## config.mk

```make
export PLATFORM = sky130hd
export DESIGN_NAME = udp_port_demux_table_flat
export DESIGN_NICKNAME = d
export VERILOG_FILES = /design/src/rtl/udp_dmx_pkg.sv /design/src/rtl/udp_dmx_req_if.sv /design/src/rtl/udp_dmx_rsp_if.sv /design/src/rtl/udp_dmx_ctrl.sv /design/src/rtl/udp_dmx_dp.sv /design/src/rtl/udp_port_demux_table.sv /design/src/flat_wrapper.sv
export SDC_FILE = /design/constraint.sdc
export NUM_CORES = 1
export LEC_CHECK = 0
export BUFFER_PORTS_ARGS = -buffer_cell sky130_fd_sc_hd__buf_2
export CORE_ASPECT_RATIO = 0.6
export CORE_UTILIZATION = 55
export CTS_CLUSTER_DIAMETER = 50
export DETAILED_ROUTE_END_ITERATION = 16
export PLACE_DENSITY = 0.81
export RECOVER_POWER = 100
export SLEW_MARGIN = 20
export SYNTH_ARGS = -nofsm -noshare
export SYNTH_HDL_FRONTEND = slang
export SYNTH_SLANG_ARGS = --single-unit
export TNS_END_PERCENT = 20
```

## constraint.sdc

```tcl
create_clock -name i_clk -period 3.6 [get_ports i_clk]
set_input_delay 0.18 -clock i_clk [delete_from_list [all_inputs] [get_ports i_clk]]
set_output_delay 0.18 -clock i_clk [all_outputs]
set_load 0.05 [all_outputs]
```

## src/rtl/udp_dmx_pkg.sv

```systemverilog
package udp_dmx_pkg;

    localparam logic [1:0] FN_CLEAR = 2'd0;
    localparam logic [1:0] FN_BIND  = 2'd1;
    localparam logic [1:0] FN_RECV  = 2'd2;

    localparam logic [2:0] ST_OK      = 3'd0;
    localparam logic [2:0] ST_BAD_ARG = 3'd1;
    localparam logic [2:0] ST_BOUND   = 3'd2;
    localparam logic [2:0] ST_FULL    = 3'd3;
    localparam logic [2:0] ST_SHORT   = 3'd4;
    localparam logic [2:0] ST_BAD_LEN = 3'd5;
    localparam logic [2:0] ST_UNBOUND = 3'd6;

    localparam logic [15:0] HDR_BYTES = 16'd8;

    typedef struct packed {
        logic [1:0]  func;
        logic [15:0] bind_port;
        logic [7:0]  handler_tag;
        logic [15:0] frame_len;
        logic [15:0] header_src_port;
        logic [15:0] header_dst_port;
        logic [15:0] header_length;
        logic [31:0] source_addr;
    } t_req;

    typedef struct packed {
        logic [2:0]  status;
        logic [7:0]  delivered_handler;
        logic [4:0]  slot_index;
        logic [31:0] peer_addr;
        logic [15:0] peer_port;
        logic [15:0] local_port;
        logic [15:0] payload_len;
    } t_rsp;

    typedef struct packed {
        logic       load;
        logic       clear;
        logic       scan_start;
        logic       write;
        logic       res_load;
        logic [2:0] res_code;
        logic       res_deliver;
        logic       res_bind;
    } t_cmd;

    typedef struct packed {
        logic [1:0] func;
        logic       bind_bad;
        logic       short_frame;
        logic       bad_len;
        logic       scan_done;
        logic       match;
        logic       free;
        logic       out_busy;
    } t_sts;

endpackage

```

## src/rtl/udp_dmx_req_if.sv

```systemverilog
interface udp_dmx_req_if
    import udp_dmx_pkg::*;
();
    logic valid;
    logic ready;
    t_req data;

    modport source (output valid, output data, input ready);
    modport sink (input valid, input data, output ready);
endinterface

```

## src/rtl/udp_dmx_rsp_if.sv

```systemverilog
interface udp_dmx_rsp_if
    import udp_dmx_pkg::*;
();
    logic valid;
    logic ready;
    t_rsp data;

    modport source (output valid, output data, input ready);
    modport sink (input valid, input data, output ready);
endinterface

```

## src/rtl/udp_dmx_ctrl.sv

```systemverilog
module udp_dmx_ctrl
    import udp_dmx_pkg::*;
(
    input  logic i_clk,
    input  logic i_rst_n,
    input  logic i_req_valid,
    output logic o_req_ready,
    input  t_sts i_sts,
    output t_cmd o_cmd
);

    typedef enum logic [2:0] {
        S_IDLE,
        S_DECIDE,
        S_SCAN,
        S_WRITE,
        S_REPLY
    } t_state;

    t_state     r_state, n_state;
    logic [2:0] r_code, n_code;
    logic       r_deliver, n_deliver;
    logic       r_bind, n_bind;

    always_comb begin
        n_state     = r_state;
        n_code      = r_code;
        n_deliver   = r_deliver;
        n_bind      = r_bind;
        o_cmd       = '0;
        o_req_ready = 1'b0;
        unique case (r_state)
            S_IDLE: begin
                o_req_ready = 1'b1;
                o_cmd.load  = i_req_valid;
                if (i_req_valid) begin
                    n_state   = S_DECIDE;
                    n_deliver = 1'b0;
                    n_bind    = 1'b0;
                end
            end
            S_DECIDE: begin
                n_state = S_REPLY;
                unique case (i_sts.func)
                    FN_CLEAR: begin
                        o_cmd.clear = 1'b1;
                        n_code      = ST_OK;
                    end
                    FN_BIND: begin
                        if (i_sts.bind_bad) begin
                            n_code = ST_BAD_ARG;
                        end else begin
                            o_cmd.scan_start = 1'b1;
                            n_state          = S_SCAN;
                        end
                    end
                    FN_RECV: begin
                        priority if (i_sts.short_frame) begin
                            n_code = ST_SHORT;
                        end else if (i_sts.bad_len) begin
                            n_code = ST_BAD_LEN;
                        end else begin
                            o_cmd.scan_start = 1'b1;
                            n_state          = S_SCAN;
                        end
                    end
                    default: begin
                        n_code = ST_BAD_ARG;
                    end
                endcase
            end
            S_SCAN: begin
                if (i_sts.scan_done) begin
                    n_state = S_REPLY;
                    if (i_sts.func == FN_BIND) begin
                        priority if (i_sts.match) begin
                            n_code = ST_BOUND;
                        end else if (i_sts.free) begin
                            n_code  = ST_OK;
                            n_bind  = 1'b1;
                            n_state = S_WRITE;
                        end else begin
                            n_code = ST_FULL;
                        end
                    end else begin
                        n_code    = i_sts.match ? ST_OK : ST_UNBOUND;
                        n_deliver = i_sts.match;
                    end
                end
            end
            S_WRITE: begin
                o_cmd.write = 1'b1;
                n_state     = S_REPLY;
            end
            S_REPLY: begin
                if (!i_sts.out_busy) begin
                    o_cmd.res_load = 1'b1;
                    n_state        = S_IDLE;
                end
            end
            default: begin
                n_state = S_IDLE;
            end
        endcase
        o_cmd.res_code    = r_code;
        o_cmd.res_deliver = r_deliver;
        o_cmd.res_bind    = r_bind;
    end

    always_ff @(posedge i_clk) begin
        if (!i_rst_n) begin
            r_state   <= S_IDLE;
            r_code    <= ST_OK;
            r_deliver <= 1'b0;
            r_bind    <= 1'b0;
        end else begin
            r_state   <= n_state;
            r_code    <= n_code;
            r_deliver <= n_deliver;
            r_bind    <= n_bind;
        end
    end

endmodule

```

## src/rtl/udp_dmx_dp.sv

```systemverilog
module udp_dmx_dp
    import udp_dmx_pkg::*;
#(
    parameter int TABLE_ENTRIES = 32,
    parameter int HANDLER_BITS  = 8
) (
    input  logic i_clk,
    input  logic i_rst_n,
    input  t_req i_req_data,
    input  t_cmd i_cmd,
    output t_sts o_sts,
    output logic o_rsp_valid,
    input  logic i_rsp_ready,
    output t_rsp o_rsp_data
);

    localparam int IDX_W = (TABLE_ENTRIES > 1) ? $clog2(TABLE_ENTRIES) : 1;
    localparam logic [IDX_W-1:0] LAST_IDX = IDX_W'(TABLE_ENTRIES - 1);

    t_req r_in;

    logic [15:0]             r_port_mem [TABLE_ENTRIES];
    logic [HANDLER_BITS-1:0] r_tag_mem  [TABLE_ENTRIES];
    logic [TABLE_ENTRIES-1:0] r_used;

    logic [IDX_W-1:0]        r_rd_idx;
    logic                    r_rd_act;
    logic [IDX_W-1:0]        r_cmp_idx;
    logic                    r_cmp_vld;
    logic                    r_cmp_used;
    logic [15:0]             r_cmp_port;
    logic [HANDLER_BITS-1:0] r_cmp_tag;
    logic                    r_done;

    logic                    r_match;
    logic [IDX_W-1:0]        r_hit_idx;
    logic [HANDLER_BITS-1:0] r_hit_tag;
    logic                    r_free;
    logic [IDX_W-1:0]        r_free_idx;

    logic                    r_out_vld;
    t_rsp                    r_out;

    logic [HANDLER_BITS-1:0] tag_k;
    logic [15:0]             key;
    logic                    hit;
    t_rsp                    res;

    assign tag_k = HANDLER_BITS'(r_in.handler_tag);
    assign key   = (r_in.func == FN_BIND) ? r_in.bind_port : r_in.header_dst_port;
    assign hit   = r_cmp_vld && r_cmp_used && (r_cmp_port == key);

    assign o_sts.func        = r_in.func;
    assign o_sts.bind_bad    = (r_in.bind_port == '0) || (tag_k == '0);
    assign o_sts.short_frame = r_in.frame_len < HDR_BYTES;
    assign o_sts.bad_len     = (r_in.header_length < HDR_BYTES)
                             || (r_in.header_length > r_in.frame_len);
    assign o_sts.scan_done   = r_done;
    assign o_sts.match       = r_match;
    assign o_sts.free        = r_free;
    assign o_sts.out_busy    = r_out_vld && !i_rsp_ready;

    always_ff @(posedge i_clk) begin
        if (i_cmd.load) begin
            r_in <= i_req_data;
        end
    end

    // slot storage, one read port swept by the scan
    always_ff @(posedge i_clk) begin
        if (i_cmd.write) begin
            r_port_mem[r_free_idx] <= r_in.bind_port;
            r_tag_mem[r_free_idx]  <= tag_k;
        end
        r_cmp_port <= r_port_mem[r_rd_idx];
        r_cmp_tag  <= r_tag_mem[r_rd_idx];
    end

    always_ff @(posedge i_clk) begin
        r_cmp_idx  <= r_rd_idx;
        r_cmp_used <= r_used[r_rd_idx];
        if (i_cmd.scan_start) begin
            r_match <= 1'b0;
            r_free  <= 1'b0;
        end else if (r_cmp_vld) begin
            if (hit && !r_match) begin
                r_match   <= 1'b1;
                r_hit_idx <= r_cmp_idx;
                r_hit_tag <= r_cmp_tag;
            end
            if (!r_cmp_used && !r_free) begin
                r_free     <= 1'b1;
                r_free_idx <= r_cmp_idx;
            end
        end
    end

    always_ff @(posedge i_clk) begin
        if (!i_rst_n) begin
            r_used    <= '0;
            r_rd_idx  <= '0;
            r_rd_act  <= 1'b0;
            r_cmp_vld <= 1'b0;
            r_done    <= 1'b0;
            r_out_vld <= 1'b0;
        end else begin
            if (i_cmd.clear) begin
                r_used <= '0;
            end else if (i_cmd.write) begin
                r_used[r_free_idx] <= 1'b1;
            end
            if (i_cmd.scan_start) begin
                r_rd_idx  <= '0;
                r_rd_act  <= 1'b1;
                r_cmp_vld <= 1'b0;
                r_done    <= 1'b0;
            end else begin
                r_cmp_vld <= r_rd_act;
                r_done    <= r_cmp_vld && (r_cmp_idx == LAST_IDX);
                if (r_rd_act) begin
                    if (r_rd_idx == LAST_IDX) begin
                        r_rd_act <= 1'b0;
                    end else begin
                        r_rd_idx <= r_rd_idx + IDX_W'(1);
                    end
                end
            end
            if (i_cmd.res_load) begin
                r_out_vld <= 1'b1;
            end else if (i_rsp_ready) begin
                r_out_vld <= 1'b0;
            end
        end
    end

    always_comb begin
        res        = '0;
        res.status = i_cmd.res_code;
        if (i_cmd.res_bind) begin
            res.slot_index = 5'(r_free_idx);
        end
        if (i_cmd.res_deliver) begin
            res.delivered_handler = 8'(r_hit_tag);
            res.slot_index        = 5'(r_hit_idx);
            res.peer_addr         = r_in.source_addr;
            res.peer_port         = r_in.header_src_port;
            res.local_port        = r_in.header_dst_port;
            res.payload_len       = r_in.header_length - HDR_BYTES;
        end
    end

    always_ff @(posedge i_clk) begin
        if (i_cmd.res_load) begin
            r_out <= res;
        end
    end

    assign o_rsp_valid = r_out_vld;
    assign o_rsp_data  = r_out;

endmodule

```

## src/rtl/udp_port_demux_table.sv

```systemverilog
// UDP port binding table. One request beat at a time: clear, bind or receive.
// Clear, unknown operations and requests that fail the argument or length
// checks skip the scan and answer straight after the checks. Bind and receive
// lookups sweep every slot once through the single read port of the slot
// memory; a successful bind then writes the free slot. The response sits in an
// output register; the next request is taken while it waits, and a finished
// item only stalls when the previous response has not been taken yet.
module udp_port_demux_table
    import udp_dmx_pkg::*;
#(
    parameter int TABLE_ENTRIES = 32,
    parameter int HANDLER_BITS  = 8
) (
    input  logic          i_clk,
    input  logic          i_rst_n,
    udp_dmx_req_if.sink   i_req,
    udp_dmx_rsp_if.source o_rsp
);

    t_cmd cmd;
    t_sts sts;

    udp_dmx_ctrl u_ctrl (
        .i_clk       (i_clk),
        .i_rst_n     (i_rst_n),
        .i_req_valid (i_req.valid),
        .o_req_ready (i_req.ready),
        .i_sts       (sts),
        .o_cmd       (cmd)
    );

    udp_dmx_dp #(
        .TABLE_ENTRIES (TABLE_ENTRIES),
        .HANDLER_BITS  (HANDLER_BITS)
    ) u_dp (
        .i_clk       (i_clk),
        .i_rst_n     (i_rst_n),
        .i_req_data  (i_req.data),
        .i_cmd       (cmd),
        .o_sts       (sts),
        .o_rsp_valid (o_rsp.valid),
        .i_rsp_ready (o_rsp.ready),
        .o_rsp_data  (o_rsp.data)
    );

endmodule

```

## src/flat_wrapper.sv

```systemverilog
// flat-port wrapper written by rule: the top's interface ports become plain ports
module udp_port_demux_table_flat import udp_dmx_pkg::*;
#(
    parameter int TABLE_ENTRIES = 32,
    parameter int HANDLER_BITS  = 8
)
  (i_clk, i_rst_n, i_req_valid, i_req_data, i_req_ready, o_rsp_valid, o_rsp_data, o_rsp_ready);
  udp_dmx_req_if i_req_i ();
  udp_dmx_rsp_if o_rsp_i ();
  input  logic i_clk;
  input  logic i_rst_n;
  input wire logic [$bits(i_req_i.valid)-1:0] i_req_valid;
  input wire logic [$bits(i_req_i.data)-1:0] i_req_data;
  output wire logic [$bits(i_req_i.ready)-1:0] i_req_ready;
  output wire logic [$bits(o_rsp_i.valid)-1:0] o_rsp_valid;
  output wire logic [$bits(o_rsp_i.data)-1:0] o_rsp_data;
  input wire logic [$bits(o_rsp_i.ready)-1:0] o_rsp_ready;
  assign i_req_i.valid = i_req_valid;
  assign i_req_i.data = i_req_data;
  assign i_req_ready = i_req_i.ready;
  assign o_rsp_valid = o_rsp_i.valid;
  assign o_rsp_data = o_rsp_i.data;
  assign o_rsp_i.ready = o_rsp_ready;
  udp_port_demux_table #(.TABLE_ENTRIES(TABLE_ENTRIES), .HANDLER_BITS(HANDLER_BITS)) u_core (.i_clk(i_clk), .i_rst_n(i_rst_n), .i_req(i_req_i), .o_rsp(o_rsp_i));
endmodule
```

# Word level (Yosys, flattened, before mapping)
# Memory sizes are Yosys's and may differ from the RTL's. A register that Yosys moved wholly into a read port is not among the register bits.
# Index checks and enable logic that the tools add are counted.
[totals] latchBits=0 mem_bits_rw=768 output_inout_bits=98 regBits=293 romBits=0 input_bits=126 n_memories=2
[mem_list] name="u_core.u_dp.r_port_mem" depth=32 width=16 rd=1 rd_ports_with_merged_regs=1 wr=1 line="udp_dmx_dp.sv:22" source="logic [15:0] r_port_mem [TABLE_ENTRIES];"
[mem_list] name="u_core.u_dp.r_tag_mem" depth=32 width=8 rd=1 rd_ports_with_merged_regs=1 wr=1 line="udp_dmx_dp.sv:23" source="logic [HANDLER_BITS-1:0] r_tag_mem [TABLE_ENTRIES];"
[classes] mux=55 magnitude_cmp=6 n_reduce_logical=31 shift=0 bitwise_logic=4 n_addsub=2 eq_ne=18 div_mod_pow=0 mul=0
[op_table] op="85-bit 2-to-1 mux" n=1
[op_table] op="3-bit 2-to-1 mux" n=15
[op_table] op="16-bit by 4-bit less-than comparator with 1-bit output (second input constant)" n=2
[op_table] op="32-bit bitwise OR" n=1
[op_table] op="1-bit 2-to-1 mux" n=25
[op_table] op="16-bit equality test" n=1
[op_table] op="16-bit greater-than comparator" n=1
[op_table] op="16-bit logical NOT" n=1
[op_table] op="16-bit 2-to-1 mux" n=1
[op_table] op="16-bit by 4-bit subtractor with 16-bit output (second input constant)" n=1
[op_table] op="3-bit case mux with 5 select lines" n=1
[op_table] op="2-bit != test (second input constant)" n=7
[op_table] op="5-bit by 6-bit less-than comparator with 1-bit output (second input constant)" n=2
[op_table] op="3-bit case mux with 2 select lines" n=2
[op_table] op="5-bit equality test (second input constant)" n=2
[op_table] op="3-bit case mux with 3 select lines" n=1
[op_table] op="3-bit AND reduction" n=3
[op_table] op="8-bit logical NOT" n=1
[op_table] op="4-bit AND reduction" n=2
[op_table] op="1-bit logical AND" n=7
[op_table] op="3-bit by 2-bit equality test with 1-bit output (second input constant)" n=2
[op_table] op="2-bit 2-to-1 mux" n=3
[op_table] op="1-bit case mux with 2 select lines" n=3
[op_table] op="2-bit AND reduction" n=3
[op_table] op="19 further kinds" n=28

# Logic depth before layout (Yosys ltp)
# Gate-level depths: netlist (run 1).
[logic_depth] word_depth=8 ltp_mapped=10 mapped_depth_nobuf=8

# Hierarchy
# Synthesis (run 1) repeated with hierarchy kept, for this count alone.
[hier_totals] cells_unflattened=1889 area_unflattened_um2=40919.2
[modules_own_cells] module="udp_dmx_dp" seq_area_each_um2=31610.3 instances=1 area_each_um2=40284.9 cells_each=1810
[modules_own_cells] module="udp_dmx_ctrl" seq_area_each_um2=160.2 instances=1 area_each_um2=634.4 cells_each=79

# Worst setup path after synthesis (run 1)
# OpenSTA, ideal clock, no wires.
[synth_timing] path_kind="reg-to-reg" startpoint="reg u_core.u_ctrl.r_state[0]" endpoint="reg u_core.u_dp.r_in (netlist bit u_core.u_dp.o_sts[7]), enable pin" path_stages_with_launch=4 path_buffers=1 setup_slack_ps=-1505 arrival_ps=4611 required_ps=3105 synth_period_minus_slack_ps=5105 setup_time_ps=495 path_cell_list="dfxtp_1 clkbuf_1 nor3_1 and2_1"
[synth_lines] element="from (decl)" line="udp_dmx_ctrl.sv:20" source="t_state r_state, n_state;"
[synth_lines] element="from (signal assigned)" line="udp_dmx_ctrl.sv:117" source="r_state <= n_state;"
[synth_lines] element="to (signal assigned)" line="udp_dmx_dp.sv:65" source="r_in <= i_req_data;"
[synth_lines] element="to (decl)" line="udp_dmx_dp.sv:20" source="t_req r_in;"

# Worst setup path after layout (run 1)
[layout_timing] startpoint="reg u_core.u_ctrl.r_state[1]" endpoint="mem u_core.u_dp.r_tag_mem[2][2], enable pin"
[layout_via] elab_chain_cells=4
[layout_rtl] element="3-bit by 2-bit equality test with 1-bit output" line="udp_dmx_ctrl.sv:32" source="unique case (r_state)"
[layout_rtl] element="1-bit 2-to-1 mux" line="udp_dmx_ctrl.sv:32"
[layout_rtl] element="1-bit 2-to-1 mux" line="udp_dmx_dp.sv:71" source="if (i_cmd.write) begin"
[layout_rtl] element="1-bit 2-to-1 mux (implied by the code)" line="udp_dmx_dp.sv:73" source="r_tag_mem[r_free_idx] <= tag_k;"
[layout_rtl] element="to (decl)" line="udp_dmx_dp.sv:23"
# Every way passes these cells.

==> results of run 1 <==
[synthesized netlist by cell type, drive strengths merged (2+ instances only)]
cell type,count
edfxtp,1004
mux4,250
and2,85
dfxtp,81
nor2,80
clkbuf,58
buf,29
nand2,26
mux2,25
inv,24
mux2i,23
ha,22
o21a,18
xnor2,17
nor4,15
a21oi,10
o21ai,10
nand4,9
nor2b,9
nor3,9
xor2,9
nor3b,8
a21boi,6
a22o,6
nand3,6
nand3b,5
and3,4
nand2b,4
or3,4
nor4b,3
o31ai,3
a211oi,2
or3b,2
or4,2
[through the flow]
step / power [mW] / util, % / hold slack (ns) / setup WS, ns / instances
after detailed placement: 15.1 / 60.6 / 0.358 / 0.387 / 3077
after global placement: 15.1 / 60.6 / 0.356 / 0.591 / 3077
after global routing: 25.2 / 65.4 / 0.0424 / 0.0126 / 3367
after floorplan: 14.8 / - / 0.279 / 0.200 / 1879
final: 24.7 / 65.4 / 0.0324 / 0.121 / 3367
after CTS: 24.6 / 66.2 / 0.0109 / 0.318 / 3365
[layout make-up]
cell class / count / area share [%]
antenna: 1 / 0.00527
multi-input combinational: 683 / 18.4
sequential: 1085 / 66.9
clock inverter: 37 / 0.601
clock buffer: 126 / 5.40
inverter: 24 / 0.190
tap: 975 / 2.57
timing repair buffer: 436 / 5.93
[where the power goes]
part | leakage [nW] | switching (mW) | internal (mW)
combinational | 3.82 | 0.533 | 0.375
clock | 1.41 | 4.50 | 5.22
sequential | 9.86 | 0.132 | 13.9
total | 15.1 | 5.16 | 19.5
[layer usage]
metal  wire length [um]  vias up
li1                   -     8542
met3              14200      280
met4               3860        0
met1              38400    11200
met5                  0        -
met2              53400     1798
[repair_timing]
item / in CTS / in global routing
setup buffers: 0 / 0
hold buffers: 125 / 0
hold endpoints to repair: 137 / 0
endpoints found under the setup margin: 0 / 0
[path summary, 6_finish.rpt]
path                                       to  slack (ns)  cells past startpoint
setup / recovery  u_core.u_dp.r_tag_mem[2][2]        0.12                      6
hold / removal       u_core.u_ctrl.r_state[1]        0.03                      4
setup reg to reg  u_core.u_dp.r_tag_mem[2][2]        0.12                      6
hold reg to reg      u_core.u_dp.r_hit_tag[7]        0.41                      0
[cell families (layout without fill, tap and decap cells)]
group / Yosys count / count (layout) / synth area share (%)
DFF: 1085 / 1085 / 77.9
muxes: 298 / 298 / 15.1
and+or+nand+nor: 273 / 273 / 3.62
buffers and inverters: 111 / 623 / 1.10
AOI/OAI and AO/OA: 64 / 64 / 1.12
xor gates and xnor gates: 26 / 26 / 0.558
adders and majority gates: 22 / 22 / 0.675
other: 0 / 1 / 0
[flip-flops by register name (all words and copies together) (netlist names), 16 cells and up]
name	flops
u_core.u_dp.r_in	112
u_core.u_dp.r_cmp_port	16
u_core.u_dp.r_port_mem	512
u_core.u_dp.r_used	32
u_core.u_dp.o_rsp_data	96
u_core.u_dp.r_tag_mem	256
[tightest hold or removal path, delay by kind of cell]
family / cells / cell delay (ns)
simple gates: 2 / 0.21
buf+inv: 1 / 0.13
compound gates: 1 / 0.10
==> metrics.yaml, run 1 <==
outcome: "finished with violations"
failed_checks: "capacitance limit, slew limit"
drtIter0Drc: 3304
final_cell_mix: "edfxtp_1 (1,004), mux4_2 (250), clkbuf_1 (174)"
cts_buffer_depth: 3
maxCapViolCount: 5
ys_seq_elements: 1085
fin_nets: 2466
wirelength_um: 110000
p_per_area_mw_per_mm2: 520
numCtsBuffers: 88
drt-wirelength-per-cell_um: 32.6
cts_resized: 0
die-area_mm2: 0.0753
critPathBufInv: 1
grtUsageMet1_pct: 39.0
netlist_top_cells_area: "edfxtp_1 (74%), mux4_2 (14%), dfxtp_1 (4.0%)"
synth_top_area_share_pct: 73.9
syn2layout_area_growth_pct: 16.4
antenna_found_initial: 2
grt_pass1_vias: 22100
drive_above_1_share_pct: 24.9
syn-cell-area_mm2: 0.0408
fin_crit_sh_pct: 96.6
path_max_fanout: 21
cp-end-kind: "flop"
tightest_slew_ns: 2.60
leakage_nw: 15.1
dr.pass1.iters: 6
irDropWorstVdd_v: 0.000659
path_clk_slew_ns: 0.07
startpoint_type: "flop"
worstReg2RegStart: "u_core.u_ctrl.r_state[1]"
critical_path.cell_chain: "nor2b_1 > nand2_1 > nor2_1 > nand2_1 > nor2_1 > buf_2"
setup_viol: 0
root_buffer: "clkbuf_16"
max_clock_freq_mhz: 287
rsz0062_at_grt: "false"
ys_warn_count: 0
finClkSkew_ns: 0.0320
grt_pass1_wl_um: 154000
final_antenna_net_count: 0
synth_edf_count: 1004
critical_path_class: "flop to flop"
io_pins: 224
use_met3_pct: 7.97
io_buffers: 223
globalRoute.busiestLayer: "met2"
cts.sinks: 1085
synth-async-reset-ratio_pct: 0
syn_inst: 1879
place_congestion: 0.852
final_area_mm2: 0.0475
initial_core_util_pct: 56.2
hold_start: "i_req_valid"
layout.filler_cells: 4495
crit_start: "u_core.u_ctrl.r_state[1]"
grt_use_total_pct: 29.2
multi_input_area_mm2: 0.00872
ys_seq_area_share_pct: 77.9
fp.coreArea_mm2: 0.0726
grt-ovfl-total: 0
clk_latency_ns: 0.65
slew_headroom_pct: -73.6
hold_viol: 0
postPlaceCellArea_mm2: 0.0439
fp-row-count: 76
drc: 0
critPathRequiredTime_ns: 3.85
cpPeakStageDelay_ns: 0.84
critPathArrivalTime_ns: 3.73
fin_setup_tns_ns: 0
syn-num-nets: 2027
final_common_cell: "edfxtp_1"
grt_max_degree: 55
vias: 21900
post-dp-hpwl_um: 55100
die_w_um: 354
period_minus_slack_ns: 3.48
drv_slew: 199
die_h_um: 213
regArea_mm2: 0.0318
synthFlopType: "edfxtp_1"
critPathTopFamily: "simple AND/OR/NAND/NOR gates"
met2_usage_pct: 47.1
synth_cell_types: 51
synth.largest_area_cell: "edfxtp_1"
htree_num_levels: 3
post_drt_via_cell_ratio: 6.49
slowest_stage: "buf_2"
cts_tree: "yes"
hp-class: "primary input to flop"
syn_area_per_cell_um2: 21.7
(Power assumes the default switching activity.)
==> run 2: changes to the inputs <==
--- a/config.mk
+++ b/config.mk
@@ -8,9 +8,10 @@
 export BUFFER_PORTS_ARGS = -buffer_cell sky130_fd_sc_hd__buf_2
 export CORE_ASPECT_RATIO = 0.6
 export CORE_UTILIZATION = 55
+export CTS_BUF_LIST = sky130_fd_sc_hd__clkbuf_4 sky130_fd_sc_hd__clkbuf_8 sky130_fd_sc_hd__clkbuf_16
 export CTS_CLUSTER_DIAMETER = 50
 export DETAILED_ROUTE_END_ITERATION = 16
-export PLACE_DENSITY = 0.81
+export PLACE_DENSITY = 0.78
 export RECOVER_POWER = 100
 export SLEW_MARGIN = 20
 export SYNTH_ARGS = -nofsm -noshare
==> constraint.sdc (replaced) <==
create_clock -name i_clk -period 4.5 [get_ports i_clk]
set_input_delay 0.225 -clock i_clk [delete_from_list [all_inputs] [get_ports i_clk]]
set_output_delay 0.225 -clock i_clk [all_outputs]
set_load 0.05 [all_outputs]
==> run 2 against run 1 <==
The run still ends with capacitance limit, slew limit left. Final area is essentially flat. Via count is 1.8% lower. Utilization about the same. Combinational power fell by 23%. Clock power down 16%. Clock skew is 0.012 ns lower. Setup slack better by 0.16 ns. Global-route usage fell by 1.1 points. Non-clock buffer count decreased by 17. Cell count decreased by 0.50%. Critical path depth grew 2. Largest cell class unchanged. Largest power group unchanged. Highest routed layer is now met5.
==> metrics.yaml, run 2 (synthesis gave the netlist of run 1 again) <==
path_depth: 8  # +2
hold_viol: 0  # unchanged
drv_slew: 390  # +96%
die_h_um: 213  # unchanged
p_per_area_mw_per_mm2: 424  # -18%
dr.pass1.iters: 5  # -1
final_common_cell: "edfxtp_1"
failed_checks: "capacitance limit, slew limit"
die-area_mm2: 0.0753  # unchanged
vias: 21500  # -1.8%
finClkSkew_ns: 0.0197  # -0.0123 ns
cp-endpoint: "u_core.u_dp.r_hit_tag[5]"
grt_pass1_vias: 21500  # -3.0%
top_regs: "u_core.u_dp.r_port_mem (512), u_core.u_dp.r_tag_mem (256), u_core.u_dp.r_in (112)"
fin_crit_sh_pct: 93.7  # -2.9 points
cts_buffer_depth: 3  # unchanged
leakage_nw: 15.1  # about the same
drive_above_1_share_pct: 24.8  # -0.12 points
maxCapViolCount: 12  # +7
critPathRequiredTime_ns: 4.83  # +0.98 ns
period_minus_slack_ns: 4.22  # +0.739 ns
rsz0062_at_grt: "false"
postPlaceCellArea_mm2: 0.0437  # -0.62%
io_pins: 224  # unchanged
cts_tree: "yes"
root_buffer: "clkbuf_16"
initial_core_util_pct: 56.2  # unchanged
grt_max_degree: 75  # +36%
largest-register: "u_core.u_dp.r_port_mem"
irDropWorstVdd_v: 0.000292  # -56%
post-dp-hpwl_um: 55100  # about the same
fin_nets: 2448  # -0.73%
place_congestion: 0.831  # -2.5%
slew_headroom_pct: -124  # -51 points
drc: 0  # unchanged
numCtsBuffers: 87  # -1.1%
fp.coreArea_mm2: 0.0726  # unchanged
wirelength_um: 106000  # -3.8%
largest_reg_flops: 512  # unchanged
placedCellCount: 3058  # -0.62%
grt_use_total_pct: 28.2  # -1.1 points
startpoint_type: "flop"
antenna_found_initial: 4  # +2
die_w_um: 354  # unchanged
critPathBufInv: 2  # +1
clk_latency_ns: 0.64  # about the same
max_clock_freq_mhz: 237  # -18%
path_max_fanout: 23  # +9.5%
hold_ws_ns: 0.0844  # +0.0520 ns
critPathTopFamily: "simple AND/OR/NAND/NOR gates"
cts.sinks: 1085  # unchanged
r2r-end: "u_core.u_dp.r_hit_tag[5]"
io_buffers: 223  # unchanged
drt-wirelength-per-cell_um: 31.5  # -3.3%
crit_start: "u_core.u_dp.r_in[107]"
htree_num_levels: 3  # unchanged
worstReg2RegStart: "u_core.u_dp.r_in[107]"
final_area_mm2: 0.0475  # about the same
critPathArrivalTime_ns: 4.55  # +0.82 ns
critical_path_class: "flop to flop"
post-route-util_pct: 65.4  # about the same
slowest_stage: "clkbuf_1"
path_clk_slew_ns: 0.07  # about the same
drtIter0Drc: 3212  # -2.8%
post_drt_via_cell_ratio: 6.41  # -1.3%
r2r_slack_ns: 0.28  # +0.16 ns
outcome: "finished with violations"
grt_pass1_wl_um: 148000  # -3.7%
fp-row-count: 76  # unchanged
grt-ovfl-total: 0  # unchanged
final_cell_mix: "edfxtp_1 (1,004), mux4_2 (250), clkbuf_1 (148)"
hp-class: "primary input to flop"
fin_setup_tns_ns: 0  # unchanged
tightest_slew_ns: 3.37  # +0.763 ns
instances_no_fill: 3350  # -0.50%
final_antenna_net_count: 0  # unchanged
reg2reg_depth: 8  # +2
syn2layout_area_growth_pct: 16.4  # about the same
setup_viol: 0  # unchanged
cp-end-kind: "flop"
cpPeakStageDelay_ns: 0.86  # +0.02 ns
layout.filler_cells: 4524  # +0.65%
critical_path.cell_chain: "clkbuf_1 > mux2i_1 > xnor2_1 > nor3_1 > nand3_1 > nor4_1 > nor2b_1 > buf_4"
## run 2: routing by layer
metal	track usage (%)	vias to the layer above	wire length, um
met3	9.32	267	14400
met4	9.61	2	3610
met1	39.0	11000	38600
li1	-	8514	-
met5	0	-	12
met2	42.5	1726	48900
## run 2: per-stage QoR
stage	total power, mW	setup WS [ns]
floorplan	11.8	0.699
global placement	12.0	0.664
detailed placement	12.1	0.270
CTS	20.1	0.176
global route	20.6	0.214
finish	20.1	0.282
## run 2: worst min-delay path by stage
stage / from / endpoint / slack, ns / depth (start not counted)
after floorplan: i_req_data[120] / u_core.u_dp.o_sts[7] / 0.32 / 0
after global placement: u_core.u_dp.r_cmp_tag[4] / u_core.u_dp.r_hit_tag[4] / 0.39 / 0
after detailed placement: u_core.u_dp.r_cmp_tag[5] / u_core.u_dp.r_hit_tag[5] / 0.39 / 0
after CTS: i_req_valid / u_core.u_ctrl.r_state[1] / 0.07 / 4
after global routing: i_req_valid / u_core.u_ctrl.r_state[1] / 0.1 / 4
final: i_req_valid / u_core.u_ctrl.r_state[1] / 0.08 / 4
## run 2: report_power, final
part / total (mW) / switching (mW) / internal [mW]
Sequential: 11.3 / 0.115 / 11.1
Clock: 8.17 / 3.60 / 4.57
Combinational: 0.694 / 0.401 / 0.292
## run 2: cell type report
cell class	instances	area (um2)	share of cell area, %
Timing Repair Buffer	419	2650	5.59
Clock inverter	45	499	1.05
Inverter	24	90.1	0.190
Antenna cell	1	2.50	0.00527
Clock buffer	118	2540	5.35
Multi-Input combinational cell	683	8690	18.3
Tap cell	975	1220	2.57
Sequential cell	1085	31800	66.9
## run 2: repair_timing
item | 4_1_cts | 5_1_grt
gates resized for setup | 0 | 1
buffers inserted | 0 | 0
endpoints found under the hold margin | 125 | 0
setup endpoints to repair | 0 | 8
hold buffers | 124 | 0
## run 2: worst reg2reg max path: stages, from the launching register on
cell,delay (ns)
edfxtp_1,0.60
clkbuf_1,0.86
mux2i_1,0.22
xnor2_1,0.20
nor3_1,0.29
nand3_1,0.13
nor4_1,0.56
nor2b_1,0.68
buf_4,0.35
